$ cat config.mk
export PLATFORM = sky130hd
export DESIGN_NAME = nearest_first_request_board_top
export DESIGN_NICKNAME = d
export VERILOG_FILES = /design/src/nfrb_pkg.sv /design/src/nfrb_ram.sv /design/src/nfrb_ctrl.sv /design/src/nfrb_datapath.sv /design/src/nearest_first_request_board_top.sv
export SDC_FILE = /design/constraint.sdc
export NUM_CORES = 1
export LEC_CHECK = 0
export ABC_AREA = 1
export BUFFER_PORTS_ARGS = -buffer_cell sky130_fd_sc_hd__clkbuf_2
export CAP_MARGIN = 10
export CORE_MARGIN = 1
export CORE_UTILIZATION = 45
export DETAILED_ROUTE_END_ITERATION = 10
export GPL_ROUTABILITY_DRIVEN = 0
export GPL_TIMING_DRIVEN = 0
export PLACE_DENSITY_LB_ADDON = 0.25
export SLEW_MARGIN = 30
export SYNTH_ARGS = -nofsm -noshare
export SYNTH_HDL_FRONTEND = slang
export SYNTH_HIERARCHICAL = 1
export SYNTH_SLANG_ARGS = --single-unit
$ cat constraint.sdc
create_clock -name clk_i -period 5.45 [get_ports clk_i]
set_input_delay 0.545 -clock clk_i [delete_from_list [all_inputs] [get_ports clk_i]]
set_output_delay 0.545 -clock clk_i [all_outputs]
set_load 0.005 [all_outputs]
$ cat src/nfrb_pkg.sv
// Shared types and constants of the nearest-first request board.
// No dependencies; imported by every module of the block but nfrb_ram.
`default_nettype none

package nfrb_pkg;

  localparam int unsigned LIMIT_BITS = 5;
  localparam logic [LIMIT_BITS-1:0] LIMIT_RESET = 5'd16;

  // Register index of board_limit, taken from paddr bit 2.
  localparam logic REG_BOARD_LIMIT = 1'b0;

  localparam logic OP_POST  = 1'b0;
  localparam logic OP_SERVE = 1'b1;

  typedef enum logic [1:0] {
    ST_POSTED  = 2'd0,
    ST_REFUSED = 2'd1,
    ST_SERVED  = 2'd2,
    ST_EMPTY   = 2'd3
  } status_e;

  typedef struct packed {
    logic load;
    logic post_probe;
    logic serve_read;
    logic commit;
  } cmd_t;

  typedef struct packed {
    logic op_serve;
    logic cant_post;
    logic is_empty;
    logic free_hit;
    logic scan_last;
    logic out_free;
  } stat_t;

endpackage

`default_nettype wire

$ cat src/nfrb_ram.sv
// Generic single-write, single-read RAM with registered read data.
// No dependencies.
`default_nettype none

module nfrb_ram #(
  parameter int unsigned WIDTH = 8,
  parameter int unsigned DEPTH = 16,
  localparam int unsigned ADDR_BITS = (DEPTH > 1) ? $clog2(DEPTH) : 1
) (
  input  wire logic                 clk_i,
  input  wire logic                 we_i,
  input  wire logic [ADDR_BITS-1:0] waddr_i,
  input  wire logic [WIDTH-1:0]     wdata_i,
  input  wire logic [ADDR_BITS-1:0] raddr_i,
  output logic      [WIDTH-1:0]     rdata_o
);

  logic [WIDTH-1:0] mem_q [DEPTH];
  logic [WIDTH-1:0] rdata_q;

  always_ff @(posedge clk_i) begin
    if (we_i) begin
      mem_q[waddr_i] <= wdata_i;
    end
    rdata_q <= mem_q[raddr_i];
  end

  assign rdata_o = rdata_q;

endmodule

`default_nettype wire

$ cat src/nfrb_ctrl.sv
// Sequencing state machine of the request board.
// Depends on nfrb_pkg; drives the datapath through cmd_t and reads stat_t.
`default_nettype none

module nfrb_ctrl (
  input  wire logic           clk_i,
  input  wire logic           rst_ni,
  input  wire logic           s_valid_i,
  output logic                s_ready_o,
  input  wire nfrb_pkg::stat_t stat_i,
  output nfrb_pkg::cmd_t      cmd_o
);
  import nfrb_pkg::*;

  typedef enum logic [5:0] {
    S_IDLE        = 6'b000001,
    S_CHECK       = 6'b000010,
    S_POST_SCAN   = 6'b000100,
    S_SERVE_SCAN  = 6'b001000,
    S_SERVE_DRAIN = 6'b010000,
    S_FINISH      = 6'b100000
  } state_e;

  state_e state_q, state_d;

  always_ff @(posedge clk_i or negedge rst_ni) begin
    if (!rst_ni) begin
      state_q <= S_IDLE;
    end else begin
      state_q <= state_d;
    end
  end

  always_comb begin
    state_d          = state_q;
    cmd_o            = '0;
    s_ready_o        = 1'b0;
    case (state_q)
      S_IDLE: begin
        s_ready_o  = 1'b1;
        cmd_o.load = s_valid_i;
        if (s_valid_i) begin
          state_d = S_CHECK;
        end
      end
      S_CHECK: begin
        if (!stat_i.op_serve) begin
          state_d = stat_i.cant_post ? S_FINISH : S_POST_SCAN;
        end else begin
          state_d = stat_i.is_empty ? S_FINISH : S_SERVE_SCAN;
        end
      end
      S_POST_SCAN: begin
        // A free slot always exists here, since the count is below the limit.
        cmd_o.post_probe = 1'b1;
        if (stat_i.free_hit) begin
          state_d = S_FINISH;
        end
      end
      S_SERVE_SCAN: begin
        cmd_o.serve_read = 1'b1;
        if (stat_i.scan_last) begin
          state_d = S_SERVE_DRAIN;
        end
      end
      S_SERVE_DRAIN: begin
        // The last read returns and is compared in this cycle.
        state_d = S_FINISH;
      end
      S_FINISH: begin
        if (stat_i.out_free) begin
          cmd_o.commit = 1'b1;
          state_d      = S_IDLE;
        end
      end
      default: begin
        state_d = S_IDLE;
      end
    endcase
  end

endmodule

`default_nettype wire

$ cat src/nfrb_datapath.sv
// Slot storage, valid bits, nearest-distance search and result register.
// Depends on nfrb_pkg and nfrb_ram; commanded by nfrb_ctrl.
`default_nettype none

module nfrb_datapath #(
  parameter int unsigned BOARD_SLOTS    = 16,
  parameter int unsigned NUMBER_BITS    = 10,
  parameter int unsigned REQUESTER_BITS = 4,
  localparam int unsigned SLOT_BITS     = $clog2(BOARD_SLOTS)
) (
  input  wire logic                          clk_i,
  input  wire logic                          rst_ni,
  input  wire nfrb_pkg::cmd_t                cmd_i,
  output nfrb_pkg::stat_t                    stat_o,
  input  wire logic [nfrb_pkg::LIMIT_BITS-1:0] limit_i,
  input  wire logic                          in_op_i,
  input  wire logic [NUMBER_BITS-1:0]        in_number_i,
  input  wire logic [REQUESTER_BITS-1:0]     in_requester_i,
  output logic                               out_valid_o,
  input  wire logic                          out_ready_i,
  output nfrb_pkg::status_e                  out_status_o,
  output logic      [SLOT_BITS-1:0]          out_slot_o,
  output logic      [NUMBER_BITS-1:0]        out_number_o,
  output logic      [REQUESTER_BITS-1:0]     out_requester_o,
  output logic                               out_full_o
);
  import nfrb_pkg::*;

  localparam int unsigned CNT_BITS  = $clog2(BOARD_SLOTS + 1);
  localparam int unsigned CMP_BITS  = (CNT_BITS > LIMIT_BITS) ? CNT_BITS : LIMIT_BITS;
  localparam int unsigned ENTRY_BITS = NUMBER_BITS + REQUESTER_BITS;

  // Captured request.
  logic                      op_q;
  logic [NUMBER_BITS-1:0]    num_q;
  logic [REQUESTER_BITS-1:0] req_q;

  // Board state.
  logic [BOARD_SLOTS-1:0]    valid_q;
  logic [CNT_BITS-1:0]       count_q;
  logic signed [NUMBER_BITS:0] last_q;

  // Scan and search.
  logic [SLOT_BITS-1:0]      cnt_q;
  logic                      p_vld_q;
  logic                      p_hit_q;
  logic [SLOT_BITS-1:0]      p_idx_q;
  logic                      best_found_q;
  logic [SLOT_BITS-1:0]      best_idx_q;
  logic [NUMBER_BITS:0]      best_dist_q;
  logic [NUMBER_BITS-1:0]    best_num_q;
  logic [REQUESTER_BITS-1:0] best_req_q;

  // Result register.
  logic                      out_valid_q;
  status_e                   out_status_q;
  logic [SLOT_BITS-1:0]      out_slot_q;
  logic [NUMBER_BITS-1:0]    out_number_q;
  logic [REQUESTER_BITS-1:0] out_requester_q;
  logic                      out_full_q;

  logic [ENTRY_BITS-1:0]     rd_data;
  logic [NUMBER_BITS-1:0]    rd_num;
  logic [REQUESTER_BITS-1:0] rd_req;
  logic signed [NUMBER_BITS+1:0] diff;
  logic signed [NUMBER_BITS+1:0] mag;
  logic [NUMBER_BITS:0]      cand_dist;
  logic                      take;
  logic [CMP_BITS-1:0]       limit_ext;
  logic [CMP_BITS-1:0]       eff_lim;
  logic                      cant_post;
  logic                      do_post;
  logic                      do_serve;
  logic [CNT_BITS-1:0]       count_n;
  status_e                   status_n;

  assign limit_ext = CMP_BITS'(limit_i);
  assign eff_lim   = (limit_ext > CMP_BITS'(BOARD_SLOTS)) ? CMP_BITS'(BOARD_SLOTS) : limit_ext;
  assign cant_post = CMP_BITS'(count_q) >= eff_lim;

  nfrb_ram #(
    .WIDTH (ENTRY_BITS),
    .DEPTH (BOARD_SLOTS)
  ) u_ram (
    .clk_i   (clk_i),
    .we_i    (do_post),
    .waddr_i (cnt_q),
    .wdata_i ({req_q, num_q}),
    .raddr_i (cnt_q),
    .rdata_o (rd_data)
  );

  assign rd_num = rd_data[NUMBER_BITS-1:0];
  assign rd_req = rd_data[ENTRY_BITS-1:NUMBER_BITS];

  assign diff      = $signed({last_q[NUMBER_BITS], last_q}) - $signed({2'b00, rd_num});
  assign mag       = diff[NUMBER_BITS+1] ? -diff : diff;
  assign cand_dist = mag[NUMBER_BITS:0];
  // Ties go to the later slot, which is the higher index.
  assign take = p_vld_q && p_hit_q && (!best_found_q || (cand_dist <= best_dist_q));

  assign do_post  = cmd_i.commit && (op_q == OP_POST) && !cant_post;
  assign do_serve = cmd_i.commit && (op_q == OP_SERVE) && best_found_q;

  always_comb begin
    count_n = count_q;
    if (op_q == OP_POST) begin
      status_n = cant_post ? ST_REFUSED : ST_POSTED;
      if (!cant_post) begin
        count_n = count_q + CNT_BITS'(1);
      end
    end else begin
      status_n = best_found_q ? ST_SERVED : ST_EMPTY;
      if (best_found_q) begin
        count_n = count_q - CNT_BITS'(1);
      end
    end
  end

  always_ff @(posedge clk_i) begin
    if (cmd_i.load) begin
      op_q  <= in_op_i;
      num_q <= in_number_i;
      req_q <= in_requester_i;
    end
    p_idx_q <= cnt_q;
    p_hit_q <= valid_q[cnt_q];
    if (take) begin
      best_idx_q  <= p_idx_q;
      best_dist_q <= cand_dist;
      best_num_q  <= rd_num;
      best_req_q  <= rd_req;
    end
    if (cmd_i.commit) begin
      out_status_q    <= status_n;
      out_slot_q      <= (op_q == OP_POST) ? (cant_post ? '0 : cnt_q)
                                           : (best_found_q ? best_idx_q : '0);
      out_number_q    <= do_serve ? best_num_q : '0;
      out_requester_q <= do_serve ? best_req_q : '0;
      out_full_q      <= CMP_BITS'(count_n) >= eff_lim;
    end
  end

  always_ff @(posedge clk_i or negedge rst_ni) begin
    if (!rst_ni) begin
      valid_q      <= '0;
      count_q      <= '0;
      last_q       <= '1;
      cnt_q        <= '0;
      p_vld_q      <= 1'b0;
      best_found_q <= 1'b0;
      out_valid_q  <= 1'b0;
    end else begin
      p_vld_q <= cmd_i.serve_read;
      if (cmd_i.load) begin
        cnt_q        <= '0;
        best_found_q <= 1'b0;
      end else begin
        if (cmd_i.serve_read || (cmd_i.post_probe && valid_q[cnt_q])) begin
          cnt_q <= cnt_q + SLOT_BITS'(1);
        end
        if (take) begin
          best_found_q <= 1'b1;
        end
      end
      if (do_post) begin
        valid_q[cnt_q] <= 1'b1;
      end
      if (do_serve) begin
        valid_q[best_idx_q] <= 1'b0;
        last_q              <= $signed({1'b0, best_num_q});
      end
      if (cmd_i.commit) begin
        count_q     <= count_n;
        out_valid_q <= 1'b1;
      end else if (out_ready_i) begin
        out_valid_q <= 1'b0;
      end
    end
  end

  assign stat_o.op_serve  = (op_q == OP_SERVE);
  assign stat_o.cant_post = cant_post;
  assign stat_o.is_empty  = (count_q == '0);
  assign stat_o.free_hit  = !valid_q[cnt_q];
  assign stat_o.scan_last = (cnt_q == SLOT_BITS'(BOARD_SLOTS - 1));
  assign stat_o.out_free  = !out_valid_q || out_ready_i;

  assign out_valid_o     = out_valid_q;
  assign out_status_o    = out_status_q;
  assign out_slot_o      = out_slot_q;
  assign out_number_o    = out_number_q;
  assign out_requester_o = out_requester_q;
  assign out_full_o      = out_full_q;

endmodule

`default_nettype wire

$ cat src/nearest_first_request_board_top.sv
// Nearest-first request board: one request at a time, post or serve.
// Post: scans the valid bits from slot 0, past occupied slots, to the first free slot;
// a refused post skips the scan. Serve: reads every slot of the slot RAM, one entry per
// cycle, and keeps the nearest; serve on an empty board skips the scan.
// Reset (rst_ni, asynchronous, active low) empties the board, sets the last served
// number to -1 and board_limit to 16; the slot RAM needs no clearing pass.
`default_nettype none

module nearest_first_request_board_top #(
  parameter int unsigned BOARD_SLOTS    = 16,
  parameter int unsigned NUMBER_BITS    = 10,
  parameter int unsigned REQUESTER_BITS = 4,
  localparam int unsigned SLOT_BITS     = $clog2(BOARD_SLOTS),
  localparam int unsigned IN_BITS       = NUMBER_BITS + REQUESTER_BITS,
  localparam int unsigned IN_TDATA_BITS = ((IN_BITS + 7) / 8) * 8,
  localparam int unsigned OUT_BITS      = SLOT_BITS + NUMBER_BITS + REQUESTER_BITS + 1,
  localparam int unsigned OUT_TDATA_BITS = ((OUT_BITS + 7) / 8) * 8
) (
  input  wire logic                      clk_i,
  input  wire logic                      rst_ni,
  input  wire logic                      s_axis_tvalid,
  output logic                           s_axis_tready,
  // request_number, requester_id
  input  wire logic [IN_TDATA_BITS-1:0]  s_axis_tdata,
  // operation
  input  wire logic [7:0]                s_axis_tuser,
  output logic                           m_axis_tvalid,
  input  wire logic                      m_axis_tready,
  // slot_index, served_number, served_requester, board_full
  output logic      [OUT_TDATA_BITS-1:0] m_axis_tdata,
  // status
  output logic      [7:0]                m_axis_tuser,
  input  wire logic                      psel,
  input  wire logic                      penable,
  input  wire logic                      pwrite,
  input  wire logic [2:0]                paddr,
  input  wire logic [31:0]               pwdata,
  output logic      [31:0]               prdata,
  output logic                           pready
);
  import nfrb_pkg::*;

  logic [LIMIT_BITS-1:0]     limit_q;
  cmd_t                      cmd;
  stat_t                     stat;
  status_e                   out_status;
  logic [SLOT_BITS-1:0]      out_slot;
  logic [NUMBER_BITS-1:0]    out_number;
  logic [REQUESTER_BITS-1:0] out_requester;
  logic                      out_full;

  always_ff @(posedge clk_i or negedge rst_ni) begin
    if (!rst_ni) begin
      limit_q <= LIMIT_RESET;
    end else if (psel && penable && pwrite && (paddr[2] == REG_BOARD_LIMIT)) begin
      limit_q <= pwdata[LIMIT_BITS-1:0];
    end
  end

  assign pready = 1'b1;
  assign prdata = (paddr[2] == REG_BOARD_LIMIT) ? 32'(limit_q) : '0;

  nfrb_ctrl u_ctrl (
    .clk_i     (clk_i),
    .rst_ni    (rst_ni),
    .s_valid_i (s_axis_tvalid),
    .s_ready_o (s_axis_tready),
    .stat_i    (stat),
    .cmd_o     (cmd)
  );

  nfrb_datapath #(
    .BOARD_SLOTS    (BOARD_SLOTS),
    .NUMBER_BITS    (NUMBER_BITS),
    .REQUESTER_BITS (REQUESTER_BITS)
  ) u_datapath (
    .clk_i           (clk_i),
    .rst_ni          (rst_ni),
    .cmd_i           (cmd),
    .stat_o          (stat),
    .limit_i         (limit_q),
    .in_op_i         (s_axis_tuser[0]),
    .in_number_i     (s_axis_tdata[NUMBER_BITS-1:0]),
    .in_requester_i  (s_axis_tdata[IN_BITS-1:NUMBER_BITS]),
    .out_valid_o     (m_axis_tvalid),
    .out_ready_i     (m_axis_tready),
    .out_status_o    (out_status),
    .out_slot_o      (out_slot),
    .out_number_o    (out_number),
    .out_requester_o (out_requester),
    .out_full_o      (out_full)
  );

  assign m_axis_tdata = OUT_TDATA_BITS'({out_full, out_requester, out_number, out_slot});
  assign m_axis_tuser = 8'(out_status);

endmodule

`default_nettype wire

==> run metrics <==
Core Area=~37000 um2; setup violators final=0; slew at the pin closest to its max-slew limit=just under 0.9 ns; nets@finish=1940; TritonCTS Buffers=39; WL final=a little under 40000 um; Clk pwr share=between 30% and 40%; Worst Setup End Kind=register; worst path bufs/invs=6; clk root buf=clkbuf_16; worst slack, placed=0.872 ns; post-route setup slack=between 0.8 and 0.9 ns; initial core utilization=~46%; CP startpoint kind=register; Sw Ratio=around a third; Synth area leaders=edfxtp_1, nand2_1, inv_1, nand3_1, dfrtp_1; Ports=133; NetSw=between 0.002 and 0.003 W; Resized cells post-CTS=0; first drt pass iteration count=5; worst-skew pair later-pin latency=0.54 ns; met1 WL=16500 um; status=completed; Post-synth EDFFs=roughly 290; final core occ=a little over half; sequential area share after synthesis=61.9%; DRT antenna net count=0; Top Layer Used=met4; Critical Path Max Stage Delay=0.55 ns; crit-path cells=inv_1, ha_1, inv_1, fa_1, inv_1, ha_1, inv_1, nor2_1, nand3_1, nor2_2, nand3_1, nand2_2, nand3_1, nand2_1, inv_1, ha_1, nand2_1, nor4_1, nand4_1, a31oi_4, buf_16; maximum fanout along the worst path=18; critical path class=reg -> reg; clock buffer depth=3; largest net degree at the start of global routing=51; Die Area=37900 um2; worst hold path type=in -> async; Post-Syn Area per Cell=9.84 um2; TritonCTS Sinks=358; multi-input logic area=roughly 4800 um2; met2 wire len=between 15000 and 20000 um; Slew headroom=~41%; H-tree depth=2; Crit path required time=5.68 ns; Die Y=~200 um; Final period util=83.8%; top-area cell type share of the netlist area=52.0%; skew final=0.0182 ns; WL/cell=around 17 um; first-pass GRT wire length=approximately 60000 um; drt via density=5.00; FF+latch count, synth=358; CTS tree=yes; Gate power share=26.3%; register area=10300 um2; via count=11700; drc violations=0; post-DP HPWL=~27000 um; critical path depth=21; Flop pwr share=43.2%; number of distinct library cells after synthesis=49; Syn Inst Count=1696; Mapped Area=16700 um2; Async S/R FF share, synth=14.0%; number of global-route vias before repair=11000; critical path's top delay family=simple AND/OR/NAND/NOR gates; # fillers=about 3200; gr usage total=21.1%; worst vdd ir=198 uV; row cnt=70; Yosys warning total=6; initial drt markers=1065; Final Hold Fails=0; fraction of layout cells with a size suffix above 1=14.4%; RSZ-0062 raised after global routing=no; IO buf count=55; Lkg Pwr=8.76 nW; clk slew on worst S/H paths=0.06 ns; Post-synth top flop=edfxtp_1; Post-CTS Setup Repair Bufs=0; antenna cells=0; chip width=195 um; crit path DAT=roughly 4.8 ns; Slew Limit Fails=0; Hold Buf Count CTS=0; synth-to-layout area growth=14.3%; top cell type by total area after synthesis=edfxtp_1; Max Clock Freq=219 MHz; post-layout minimum cycle time=4.57 ns; R2R cell count=21; total power=~0.0084 W; met3 WL=3130 um; most prevalent standard cell on the critical path=inv_1; grt ovf=0; critical path's slowest cell=a31oi_4; initial antenna violation count=1; Int Pwr=0.00563 W; Max-Cap Viols=0; P per Cell Area=approximately 440 nW/um2
power by group through the flow:
stage	Sequential [W]	Clock, W	Combinational [W]
after floorplan	0.00353	0	0.00163
after global placement	0.00366	0	0.00208
after detailed placement	0.00367	0	0.00219
after CTS	0.00362	0.00260	0.00220
after global routing	0.00364	0.00271	0.00253
final	0.00361	0.00255	0.00220
routing by layer:
metal,vias to the layer above,track usage [%]
met5,-,0
met1,5451,27.6
li1,5663,-
met4,0,8.02
met3,84,3.42
met2,471,35.4
logic make-up after synthesis:
group | count (synthesis) | share of synthesized area [%]
flip-flops | 358 | 61.9
adder cells (fa/ha/maj) | 40 | 3.04
AND/OR/NAND/NOR | 773 | 19.9
AO/OA/AOI/OAI | 101 | 3.29
multiplexers | 2 | 0.120
other | 2 | 0.0450
buffers and inverters | 402 | 10.7
XOR/XNOR | 18 | 0.990
cell usage after synthesis (2+ instances only):
master and instances:
dfxtp_1 19, dfrtp_1 37, edfxtp_1 289, nand2_1 439
inv_2 5, inv_1 302, mux2i_1 2, dfstp_2 13
a21boi_0 2, nand2_2 8, a21oi_1 43, buf_2 28
o21ai_0 31, o21bai_1 4, nor2_2 9, nand3b_1 6
buf_1 4, nand2_4 3, clkbuf_1 7, buf_4 45
nand3_2 2, buf_6 8, a31oi_1 4, nand3_1 203
conb_1 2, nor2_4 4, o21ai_1 7, o22ai_1 4
nor3_1 4, nand4_1 9, xor2_1 17, ha_1 39
nor2_1 81
area by class of cell:
cell class                      count  share of cell area [%]
Timing Repair Buffer               60                    1.94
Clock inverter                     23                    1.06
Buffer                             94                    3.30
Inverter                          308                    6.07
Clock buffer                       48                    5.40
Tap cell                          468                    3.07
Sequential cell                   358                    54.1
Multi-Input combinational cell    973                    25.0
layout by cell type, fill, tap and decap left out, types with 37 or more instances in the layout:
cell	synthesis	layout
ha_1	39	39
nor2_1	81	63
edfxtp_1	289	289
a21oi_1	43	43
clkbuf_16	0	39
nand2_1	439	439
nand3_1	203	203
conb_1	2	39
buf_4	45	45
clkbuf_2	1	55
dfrtp_1	37	37
inv_1	302	302
path summary, 6_finish.rpt:
kind	endpoint	start	slack (ns)
min in group clk_i	u_datapath/req_q[2]$_DFFE_PP_	s_axis_tdata[12]	0.18
min reg2reg	u_datapath/best_req_q[1]$_DFFE_PP_	u_datapath/u_ram/rdata_o[11]$_DFF_P_	0.40
max	u_datapath/best_num_q[9]$_DFFE_PP_	u_datapath/last_q[0]$_DFFE_PN1P_	0.88
max in group asynchronous	u_ctrl/state_q[2]$_DFFE_PN0P_	rst_ni	4.83
min	limit_q[1]$_DFFE_PN0P_	rst_ni	0.10
max reg2reg	u_datapath/best_num_q[9]$_DFFE_PP_	u_datapath/last_q[0]$_DFFE_PN1P_	0.88
state kept, by name, indices dropped and copies added, names as in the netlist, 5 cells and up:
signal / count
u_datapath/best_num_q: 10
u_datapath/out_number_o: 10
u_datapath/u_ram/rdata_o: 14
u_datapath/valid_q: 16
u_datapath/last_q: 11
u_datapath/u_ram/mem_q: 224
u_datapath/num_q: 10
u_datapath/best_dist_q: 11
u_datapath/count_q: 5
u_ctrl/state_q: 6
limit_q: 5
stage by stage:
stage	std cells	TNS (ns)	hold slack [ns]	instance area, um2
final	2332	0	0.104	19100
after global routing	2332	0	0.165	19100
after CTS	2332	0	0.129	19100
after detailed placement	2261	0	0.389	17800
after global placement	2256	-23.33	0.386	17700
after floorplan	1733	0	0.249	16800
Power figures use the tool's default switching activity.
